**src/pcse_pkg.sv**
```systemverilog
// Shared constants, operation codes and interface types for the coefficient store core.
`timescale 1ns / 1ps
`default_nettype none

package pcse_pkg;

    localparam int NUM_TERMS = 32;
    localparam int FRAC_BITS = 16;
    localparam int IDX_W     = $clog2(NUM_TERMS);

    localparam logic [2:0] OP_SET   = 3'd0;
    localparam logic [2:0] OP_ADD   = 3'd1;
    localparam logic [2:0] OP_EVAL  = 3'd2;
    localparam logic [2:0] OP_READ  = 3'd3;
    localparam logic [2:0] OP_CLEAR = 3'd4;

    // request to the coefficient store
    typedef struct packed {
        logic                    rd_en;
        logic [IDX_W-1:0]        rd_addr;
        logic                    wr_en;
        logic [IDX_W-1:0]        wr_addr;
        logic signed [31:0]      wr_data;
        logic                    clear;
    } coef_req_t;

    // control of the shared multiply/scale/add unit
    typedef struct packed {
        logic mul_en;
        logic scale_en;
        logic use_scaled;
    } mac_ctl_t;

endpackage

`default_nettype wire

```
**src/polynomial_coefficient_store_eval_core.sv**
```systemverilog
// Top level: command sequencer for the polynomial coefficient store and Horner evaluator.
//
// A command beat is taken when start is high and busy is low; every command returns exactly
// one result beat, shown for a single cycle with done high, and the receiver cannot stall it,
// so result_value, top_degree and overflow_flag must be captured in the done cycle. Read, clear
// and unused codes pass through S_EXEC straight to the done cycle; set and add then refind the
// degree by a top-down scan of the nonzero flags, one entry per cycle, stopping at the first
// nonzero term; evaluate runs one Horner step per term from the top index down, each through
// the one shared unit in three steps: multiply, round/saturate, then add the coefficient.
// A new command may be accepted in the done cycle. Coefficients are signed Q16.16, sums and
// rescaled products saturate to 32 bits, and any saturation raises overflow_flag.
`timescale 1ns / 1ps
`default_nettype none

module polynomial_coefficient_store_eval_core
(
    input  wire logic               clk,
    input  wire logic               rst_n,
    input  wire logic               start,
    output logic                    busy,
    input  wire logic [2:0]         operation,
    input  wire logic [4:0]         term_index,
    input  wire logic signed [31:0] coef_value,
    input  wire logic signed [31:0] point,
    output logic                    done,
    output logic signed [31:0]      result_value,
    output logic [4:0]              top_degree,
    output logic                    overflow_flag
);

    localparam int IW = pcse_pkg::IDX_W;

    // sequencer states
    localparam logic [2:0] S_IDLE = 3'd0;
    localparam logic [2:0] S_EXEC = 3'd1;   // store read data ready, run the command
    localparam logic [2:0] S_SCAN = 3'd2;   // degree search after set/add
    localparam logic [2:0] S_EMUL = 3'd3;   // Horner: acc * x, fetch coef
    localparam logic [2:0] S_ESCL = 3'd4;   // Horner: round and clamp product
    localparam logic [2:0] S_EADD = 3'd5;   // Horner: add coef
    localparam logic [2:0] S_DONE = 3'd6;   // result beat

    localparam logic [IW-1:0] TOP_IDX = IW'(pcse_pkg::NUM_TERMS - 1);

    logic [2:0]          state_reg, state_next;
    logic [IW-1:0]       cnt_reg, cnt_next;
    logic [4:0]          degree_reg, degree_next;
    logic signed [31:0]  result_reg, result_next;
    logic                ovf_reg, ovf_next;
    logic signed [31:0]  acc_reg, acc_next;

    // command fields captured at accept
    logic [2:0]          op_reg;
    logic [IW-1:0]       addr_reg;
    logic                in_table_reg;
    logic signed [31:0]  cval_reg;
    logic signed [31:0]  x_reg;

    logic                accept;
    pcse_pkg::coef_req_t req;
    pcse_pkg::mac_ctl_t  mac_ctl;
    logic signed [31:0]  rd_data;
    logic [pcse_pkg::NUM_TERMS-1:0] nz;
    logic signed [31:0]  sum;
    logic                sum_ovf;
    logic                scale_ovf;

    assign busy   = (state_reg != S_IDLE) && (state_reg != S_DONE);
    assign accept = start && !busy;

    pcse_coef_store u_store
    (
        .clk     (clk),
        .rst_n   (rst_n),
        .req     (req),
        .rd_data (rd_data),
        .nz      (nz)
    );

    pcse_mac u_mac
    (
        .clk       (clk),
        .ctl       (mac_ctl),
        .mul_a     (acc_reg),
        .mul_b     (x_reg),
        .operand   (cval_reg),
        .coef      (rd_data),
        .sum       (sum),
        .sum_ovf   (sum_ovf),
        .scale_ovf (scale_ovf)
    );

    always_comb
    begin
        state_next  = state_reg;
        cnt_next    = cnt_reg;
        degree_next = degree_reg;
        result_next = result_reg;
        ovf_next    = ovf_reg;
        acc_next    = acc_reg;

        req.rd_en   = 1'b0;
        req.rd_addr = cnt_reg;
        req.wr_en   = 1'b0;
        req.wr_addr = addr_reg;
        req.wr_data = cval_reg;
        req.clear   = 1'b0;

        mac_ctl.mul_en     = 1'b0;
        mac_ctl.scale_en   = 1'b0;
        mac_ctl.use_scaled = 1'b0;

        case (state_reg)
            S_IDLE, S_DONE:
            begin
                if (accept)
                begin
                    // fetch the addressed entry so set/add/read see it in S_EXEC
                    state_next  = S_EXEC;
                    result_next = 32'sd0;
                    ovf_next    = 1'b0;
                    req.rd_en   = 1'b1;
                    req.rd_addr = IW'(term_index);
                end
                else
                begin
                    state_next = S_IDLE;
                end
            end

            S_EXEC:
            begin
                case (op_reg)
                    pcse_pkg::OP_SET:
                    begin
                        if (in_table_reg)
                        begin
                            req.wr_en  = 1'b1;
                            cnt_next   = TOP_IDX;
                            state_next = S_SCAN;
                        end
                        else
                        begin
                            state_next = S_DONE;
                        end
                    end
                    pcse_pkg::OP_ADD:
                    begin
                        if (in_table_reg)
                        begin
                            req.wr_en   = 1'b1;
                            req.wr_data = sum;
                            ovf_next    = sum_ovf;
                            cnt_next    = TOP_IDX;
                            state_next  = S_SCAN;
                        end
                        else
                        begin
                            state_next = S_DONE;
                        end
                    end
                    pcse_pkg::OP_EVAL:
                    begin
                        acc_next   = 32'sd0;
                        cnt_next   = TOP_IDX;
                        state_next = S_EMUL;
                    end
                    pcse_pkg::OP_READ:
                    begin
                        result_next = in_table_reg ? rd_data : 32'sd0;
                        state_next  = S_DONE;
                    end
                    pcse_pkg::OP_CLEAR:
                    begin
                        req.clear   = 1'b1;
                        degree_next = 5'd0;
                        state_next  = S_DONE;
                    end
                    default:
                    begin
                        state_next = S_DONE;
                    end
                endcase
            end

            S_SCAN:
            begin
                // highest nonzero term wins; all-zero table ends at index 0
                if (nz[cnt_reg] || (cnt_reg == '0))
                begin
                    degree_next = 5'(cnt_reg);
                    state_next  = S_DONE;
                end
                else
                begin
                    cnt_next = cnt_reg - IW'(1);
                end
            end

            S_EMUL:
            begin
                mac_ctl.mul_en = 1'b1;
                req.rd_en      = 1'b1;
                state_next     = S_ESCL;
            end

            S_ESCL:
            begin
                mac_ctl.scale_en = 1'b1;
                state_next       = S_EADD;
            end

            S_EADD:
            begin
                mac_ctl.use_scaled = 1'b1;
                acc_next = sum;
                ovf_next = ovf_reg | scale_ovf | sum_ovf;
                if (cnt_reg == '0)
                begin
                    result_next = sum;
                    state_next  = S_DONE;
                end
                else
                begin
                    cnt_next   = cnt_reg - IW'(1);
                    state_next = S_EMUL;
                end
            end

            default:
            begin
                state_next = S_IDLE;
            end
        endcase
    end

    always_ff @(posedge clk or negedge rst_n)
    begin
        if (!rst_n)
        begin
            state_reg  <= S_IDLE;
            degree_reg <= 5'd0;
        end
        else
        begin
            state_reg  <= state_next;
            degree_reg <= degree_next;
        end
    end

    // datapath registers
    always_ff @(posedge clk)
    begin
        cnt_reg    <= cnt_next;
        result_reg <= result_next;
        ovf_reg    <= ovf_next;
        acc_reg    <= acc_next;
        if (accept)
        begin
            op_reg       <= operation;
            addr_reg     <= IW'(term_index);
            in_table_reg <= (32'(term_index) < 32'(pcse_pkg::NUM_TERMS));
            cval_reg     <= coef_value;
            x_reg        <= point;
        end
    end

    assign done          = (state_reg == S_DONE);
    assign result_value  = result_reg;
    assign top_degree    = degree_reg;
    assign overflow_flag = ovf_reg;

endmodule

`default_nettype wire

```
**src/pcse_coef_store.sv**
```systemverilog
// Coefficient memory with per-entry nonzero flags; unflagged entries read as zero.
`timescale 1ns / 1ps
`default_nettype none

module pcse_coef_store
(
    input  wire logic                          clk,
    input  wire logic                          rst_n,
    input  wire pcse_pkg::coef_req_t           req,
    output logic signed [31:0]                 rd_data,
    output logic [pcse_pkg::NUM_TERMS-1:0]     nz
);

    logic signed [31:0]                mem [pcse_pkg::NUM_TERMS];
    logic signed [31:0]                mem_rd_reg;
    logic                              nz_rd_reg;
    logic [pcse_pkg::NUM_TERMS-1:0]    nz_reg;

    always_ff @(posedge clk)
    begin
        if (req.wr_en)
        begin
            mem[req.wr_addr] <= req.wr_data;
        end
        if (req.rd_en)
        begin
            mem_rd_reg <= mem[req.rd_addr];
        end
    end

    // nonzero flags double as valid bits: cleared flag means the entry is zero
    always_ff @(posedge clk or negedge rst_n)
    begin
        if (!rst_n)
        begin
            nz_reg    <= '0;
            nz_rd_reg <= 1'b0;
        end
        else
        begin
            if (req.clear)
            begin
                nz_reg <= '0;
            end
            else if (req.wr_en)
            begin
                nz_reg[req.wr_addr] <= (req.wr_data != 32'sd0);
            end
            if (req.rd_en)
            begin
                nz_rd_reg <= nz_reg[req.rd_addr];
            end
        end
    end

    assign rd_data = nz_rd_reg ? mem_rd_reg : 32'sd0;
    assign nz      = nz_reg;

endmodule

`default_nettype wire

```
**src/pcse_mac.sv**
```systemverilog
// Shared arithmetic unit: registered multiply, rounded/saturated rescale, saturating add.
`timescale 1ns / 1ps
`default_nettype none

module pcse_mac
(
    input  wire logic                  clk,
    input  wire pcse_pkg::mac_ctl_t    ctl,
    input  wire logic signed [31:0]    mul_a,
    input  wire logic signed [31:0]    mul_b,
    input  wire logic signed [31:0]    operand,
    input  wire logic signed [31:0]    coef,
    output logic signed [31:0]         sum,
    output logic                       sum_ovf,
    output logic                       scale_ovf
);

    localparam logic signed [64:0] HALF    = (65'sd1 <<< pcse_pkg::FRAC_BITS) >>> 1;
    localparam logic signed [64:0] S32_MAX = 65'sd2147483647;
    localparam logic signed [64:0] S32_MIN = -65'sd2147483648;

    logic signed [63:0] prod_reg;
    logic signed [31:0] scaled_reg;
    logic               scale_ovf_reg;

    logic signed [64:0] rounded;
    logic signed [64:0] shifted;
    logic signed [31:0] scaled_next;
    logic               scale_ovf_next;
    logic signed [31:0] add_a;
    logic signed [32:0] raw_sum;

    // round half up, floor shift, clamp to 32 bits
    always_comb
    begin
        rounded = 65'(prod_reg) + HALF;
        shifted = rounded >>> pcse_pkg::FRAC_BITS;
        scale_ovf_next = 1'b0;
        if (shifted > S32_MAX)
        begin
            scaled_next    = 32'sh7FFF_FFFF;
            scale_ovf_next = 1'b1;
        end
        else if (shifted < S32_MIN)
        begin
            scaled_next    = -32'sh8000_0000;
            scale_ovf_next = 1'b1;
        end
        else
        begin
            scaled_next = shifted[31:0];
        end
    end

    always_ff @(posedge clk)
    begin
        if (ctl.mul_en)
        begin
            prod_reg <= 64'(mul_a) * 64'(mul_b);
        end
        if (ctl.scale_en)
        begin
            scaled_reg    <= scaled_next;
            scale_ovf_reg <= scale_ovf_next;
        end
    end

    always_comb
    begin
        add_a   = ctl.use_scaled ? scaled_reg : operand;
        raw_sum = 33'(add_a) + 33'(coef);
        sum_ovf = raw_sum[32] ^ raw_sum[31];
        if (sum_ovf)
        begin
            sum = raw_sum[32] ? -32'sh8000_0000 : 32'sh7FFF_FFFF;
        end
        else
        begin
            sum = raw_sum[31:0];
        end
    end

    assign scale_ovf = scale_ovf_reg;

endmodule

`default_nettype wire

```
**config.mk**
```make
export PLATFORM = sky130hd
export DESIGN_NAME = polynomial_coefficient_store_eval_core
export DESIGN_NICKNAME = d
export VERILOG_FILES = /design/src/pcse_pkg.sv /design/src/polynomial_coefficient_store_eval_core.sv /design/src/pcse_coef_store.sv /design/src/pcse_mac.sv
export SDC_FILE = /design/constraint.sdc
export NUM_CORES = 2
export LEC_CHECK = 0
export BUFFER_PORTS_ARGS = -buffer_cell sky130_fd_sc_hd__buf_2
export CORE_MARGIN = 2
export CORE_UTILIZATION = 29
export DETAILED_ROUTE_END_ITERATION = 16
export HOLD_SLACK_MARGIN = 0.03
export PLACE_DENSITY_LB_ADDON = 0.3
export SETUP_SLACK_MARGIN = 0.3
export SYNTH_ARGS = -nofsm -noshare
export SYNTH_HDL_FRONTEND = slang
export SYNTH_SLANG_ARGS = --single-unit
```
**constraint.sdc**
```tcl
create_clock -name clk -period 9.19 [get_ports clk]
set_input_delay 0 -clock clk [delete_from_list [all_inputs] [get_ports clk]]
set_output_delay 0 -clock clk [all_outputs]
set_load 0.02 [all_outputs]
```
[Word level (Yosys, flattened, before mapping)]
Memories as Yosys holds them, arrays and structs flattened. A register that Yosys moved wholly into a read port is not among the register bits.
Cells that the tools add are included.
Storage, ports and cells
  bits in registers: 280
  RAM bits: 1024
  bits of input ports: 75
  output and inout bits: 40
  logic and storage cells: 122
  memories kept: 1
Cells by class
  add/sub/neg operators: 3
  multiply operators: 1
  magnitude comparators: 6
  equality and inequality tests: 21
  multiplexer cells: 49
  bitwise logic cells: 3
  reductions and logical operators: 23
Memories
  u_store.mem: depth 32, width 32, read ports 1, clocked after memory_dff 1, write ports 1, line pcse_coef_store.sv:14  | logic signed [31:0] mem [pcse_pkg::NUM_TERMS];
Operator list (number)
  32-bit two-way mux: 12
  32-bit one-hot mux with 3 select lines: 1
  64-bit by 17-bit adder with 65-bit output (second input constant): 1
  32-bit by 32-bit multiplier with 64-bit output: 1
  32-bit one-hot mux with 2 select lines: 1
  49-bit by 32-bit greater-than comparator with 1-bit output (second input constant): 1
  49-bit by 32-bit < comparator with 1-bit output (second input constant): 1
  32-bit by 32-bit adder with 33-bit output: 1
  33-bit two-way mux: 1
  32-bit bitwise mux: 1
  32-bit nonzero test: 1
  5-bit two-way mux: 6
  5-bit by 6-bit < comparator with 1-bit output (second input constant): 3
  3-bit one-hot mux with 6 select lines: 1
  1-bit two-way mux: 15
  5-bit one-hot mux with 3 select lines: 1
  3-bit by 2-bit == test with 1-bit output (second input constant): 4
  3-bit == test (second input constant): 4
  2-bit != test (second input constant): 6
  1-bit binary-select mux with 5-bit select: 2
  5-bit one-hot mux with 2 select lines: 1
  3-bit nonzero test: 3
  4-bit AND reduction: 2
  3-bit by 1-bit == test with 1-bit output (second input constant): 2
  other kinds (23): 34

[Depth between registers and ports, before layout]
  word-level depth: 12
  gate-level depth with buffers: 29
  gate-level depth less buffers: 28

[Cells and area by module]
A second synthesis with hierarchy kept.
Unflattened totals
  cell total of the unflattened synthesis: 6432
  area, all modules: 89298.1 um^2
Modules (own cells, without submodules)
  pcse_coef_store: times used 1, cells each 1721, area each 41660.0 um^2, seq. area each 32536.2 um^2
  pcse_mac: times used 1, cells each 4333, area each 41454.8 um^2, seq. area each 2462.4 um^2
  polynomial_coefficient_store_eval_core: times used 1, cells each 378, area each 6183.4 um^2, seq. area each 4464.3 um^2

[Worst setup path before layout]
OpenSTA, ideal clock, no wires.
  path kind: register to register
  start: register x_reg[2]
  end: register u_mac.prod_reg[58] (data pin)
  setup time: 261 ps
  data arrival time: 7735 ps
  required time: 8929 ps
  path slack: 1194 ps
  stages on the path, launching flop included: 25
  path buffers: 1
  clock period less this slack: 7996 ps
  path through: edfxtp_1 -> clkbuf_1 -> nand2_1 -> inv_1 -> fa_1 -> fa_1 -> fa_1 -> inv_1 -> fa_1 -> inv_1 -> fa_1 -> fa_1 -> fa_1 -> fa_1 -> ha_1 -> nand4_1 -> nor2_1 -> nand2_1 -> a21oi_1 -> o21a_1 -> o21ai_1 -> a211o_1 -> a21oi_1 -> nor4_1 -> a311o_1
On the way
  longest elaborated chain between the ends: 1
Ends and longest elaborated chain
  from (decl): line polynomial_coefficient_store_eval_core.sv:56  | logic signed [31:0] x_reg;
  from (signal assigned): line polynomial_coefficient_store_eval_core.sv:263  | x_reg <= point;
  32-bit by 32-bit multiplier with 64-bit output: line pcse_mac.sv:59  | prod_reg <= 64'(mul_a) * 64'(mul_b);
  to (signal assigned): line pcse_mac.sv:59
  to (decl): line pcse_mac.sv:22  | logic signed [63:0] prod_reg;
Every way passes these cells.
A chain may end at the register's enable or synchronous reset.

[Worst setup path in the final report]
  start: register x_reg[18]
  end: register u_mac.prod_reg[58] (data pin)
Same word-level chain as after synthesis.

==> summary.md <==
| Metric | Value |
|---|---|
| Post-synth cell types | `92` |
| TNS Setup | `0 ps` |
| Fin nets | `8,605` |
| Fin crit period | `approximately 8600 ps` |
| Starting density of the core | `0.291` |
| Final Hold Fails | `0` |
| Leading register cell type out of synthesis | `edfxtp_1` |
| Gr ovfl total | `0` |
| Routed Antenna Nets | `0` |
| Largest family of logic cells by synthesized area | `adder cells` |
| Simple-gate share of the synthesized area | `0.108` |
| Die height | `around 560 um` |
| DP HPWL | `179 mm` |
| Crit-path max FO | `16` |
| First drt pass iteration count | `5` |
| Adder-cell area share of the yosys netlist | `0.271` |
| Vias per inst | `4.74` |
| GP Congestion | `0.876` |
| Num CTS Buffers | `156` |
| Pre-CTS setup slack | `315 ps` |
| Hold path depth | `2` |
| R2r startpoint | `x_reg[18]$_DFFE_PP_` |
| I/O Pins | `115` |
| Synth area leaders | `edfxtp_1, fa_1, mux4_2` |
| Status | `completed` |
| Dpl cells | `~11,000` |
| Fraction of layout cells with a size suffix above 1 | `0.137` |
| Slew Limit Fails | `0` |
| Synth top area share | `0.428` |
| Initial antenna violation count | `20` |
| Relative slew slack | `0.0963` |
| First-pass GRT wire length | `392 mm` |
| Worst-Margin Slew | `1360 ps` |
| Worst EP arrival | `9090 ps` |
| Number of global-route vias before repair | `just under 60,000` |
| Hold path startpoint | `point[4]` |
| Skew final | `approximately 120 ps` |
| WL per Instance | `22.7 um` |
| Syn Nets | `8,302` |
| Critical Path Sink Type | `register` |
| Largest net degree at the start of global routing | `116` |
| Setup CP Type | `reg2reg` |
| RSZ-0062 raised after global routing | `false` |
| Crit path launch | `x_reg[18]$_DFFE_PP_` |
| Final WS setup | `approximately 610 ps` |
| Total GRT Usage | `0.166` |
| #FFs+latches synth | `1,321` |
| Drt total wl | `approximately 260 mm` |
| Area grow syn2layout | `14.7%` |
| Count leader, synth | `edfxtp_1` |
| Ys Warns | `0` |
| H-tree depth | `4` |
| Fmax | `117 MHz` |
| Syn Inst Count | `6,931` |
| Worst-path clk slew | `50 ps` |
| Syn_area_per_cell | `13.0 um2` |
| Number of synthesized flops with an enable pin | `1,280` |
| CP startpoint kind | `register` |
| Max cap viols | `0` |
| Sink Count | `1,321` |
| Vias post-DR | `54,400` |
| FFs w/ async S/R, synth | `0.0310` |
| Most frequent cells after synthesis | `edfxtp_1, fa_1, inv_1, nand2_1, and2_1` |
| Core ar. | `around 310,000 um2` |
| HP Class | `in2reg` |
| Reg2Reg Depth | `25` |
| Post-synthesis mux area share | `0.0741` |
| Cell area after synthesis | `about 90,000 um2` |
| DRC violations left | `0` |
| Die width | `~560 um` |
| Xor and xnor area share after synthesis | `0.0117` |
| Worst endpoint required time | `9700 ps` |
| Sequential area share after synthesis | `0.440` |
| PortBufs | `approximately 110` |
| Initial DRC count | `4,238` |
| Final worst path period share | `0.933` |
| FP Rows | `204` |
| Maximum clock path buffer count | `4` |
| CTS tree | `yes` |
| Die area | `314,000 um2` |
| Non-filler cells, final | `11,500` |
| Setup violators final | `0` |
| Clock latency at the later pin of the worst-skew pair | `870 ps` |
| Area fraction in compound gates after synthesis | `0.0387` |
| Clock Tree Root | `clkbuf_16` |
| Post-synth top area cell | `edfxtp_1` |
| Max reg flops | `1,024` |
## layout by cell type, fill, tap and decap left out, types with 36 or more instances in the layout
cell type | netlist | final
a21o_1 | 79 | 79
a21oi_1 | 112 | 105
and2_1 | 551 | 550
buf_2 | 7 | 114
buf_4 | 0 | 219
clkbuf_1 | 309 | 36
clkbuf_16 | 0 | 159
dfrtp_1 | 41 | 41
dlygate4sd3_1 | 0 | 144
edfxtp_1 | 1280 | 1280
fa_1 | 1082 | 1082
ha_1 | 214 | 212
inv_1 | 978 | 978
mux4_2 | 274 | 274
nand2_1 | 887 | 885
nand3_1 | 214 | 214
nor2_1 | 212 | 179
o21ai_0 | 127 | 108
xnor2_1 | 72 | 72
xor2_1 | 48 | 48
## per-stage QoR
step                 util  cell area (um2)  hold WS [ps]
CTS                 0.332           102000          35.3
finish              0.334           103000          33.7
detailed placement  0.311            96000           178
floorplan               -            89800          -296
global placement    0.311            96000           179
global route        0.334           103000          50.4
## metal layers
metal	up-vias	wire length (um)	GRT usage
li1	23800	-	-
met1	28900	111000	0.222
met2	1402	129000	0.282
met3	321	13000	0.0231
met4	4	7700	0.0478
met5	-	20	0
## final timing paths
path / endpoint / slack [ps]
worst max-delay path: u_mac.prod_reg[58]$_DFFE_PP_ / 610
worst min-delay path: x_reg[4]$_DFFE_PP_ / 30
worst max register to register: u_mac.prod_reg[58]$_DFFE_PP_ / 610
worst min register to register: top_degree[0]$_DFFE_PN0P_ / 500
max in group asynchronous: u_store.nz[15]$_DFFE_PN0P_ / 8620
min in group asynchronous: top_degree[2]$_DFFE_PN0P_ / 330
## area by class of cell
cell class / count / area (um2)
clock buffers: 198 / 4160
inverters: 979 / 3670
repair buffers: 508 / 4240
well taps: 4120 / 5150
diodes: 7 / 17.5
fillers: 30400 / 205000
clock inverters: 69 / 546
multi-input cells: 4268 / 45700
flip-flops and latches: 1321 / 39500
## cells by family (layout without fill, tap and decap cells)
logic type	Yosys count	in the layout
XOR/XNOR	120	120
adder cells (fa/ha/maj)	1297	1297
AND/OR/NAND/NOR	2029	2029
buffers and inverters	1342	1754
multiplexers	318	318
other	0	7
AO/OA/AOI/OAI	504	504
flip-flops	1321	1321
## critical path: stages, from the launching register on
cell	delay [ps]
edfxtp_1	690
buf_4	320
nand2_1	100
fa_1	510
fa_1	550
inv_1	50
fa_1	470
fa_1	620
fa_1	500
fa_1	530
fa_1	440
fa_1	480
ha_1	390
a21o_1	250
a21o_1	210
a221oi_1	320
o31ai_1	130
a31oi_1	240
a21oi_2	140
buf_4	160
o21a_1	220
o21ai_1	180
a211o_1	170
a21oi_1	80
buf_4	150
a311o_1	340
## what timing repair did
action | CTS | global route
setup buffers | 10 | 57
setup endpoints to repair | 3 | 9
resized for setup | 1 | 8
endpoints found under the hold margin | 136 | 0
hold buffers | 145 | 0
pin swaps | 0 | 1
cloned | 0 | 0
Power is not shown: default switching activity piles up to over one toggle a cycle in this logic, so the estimate is an artifact.
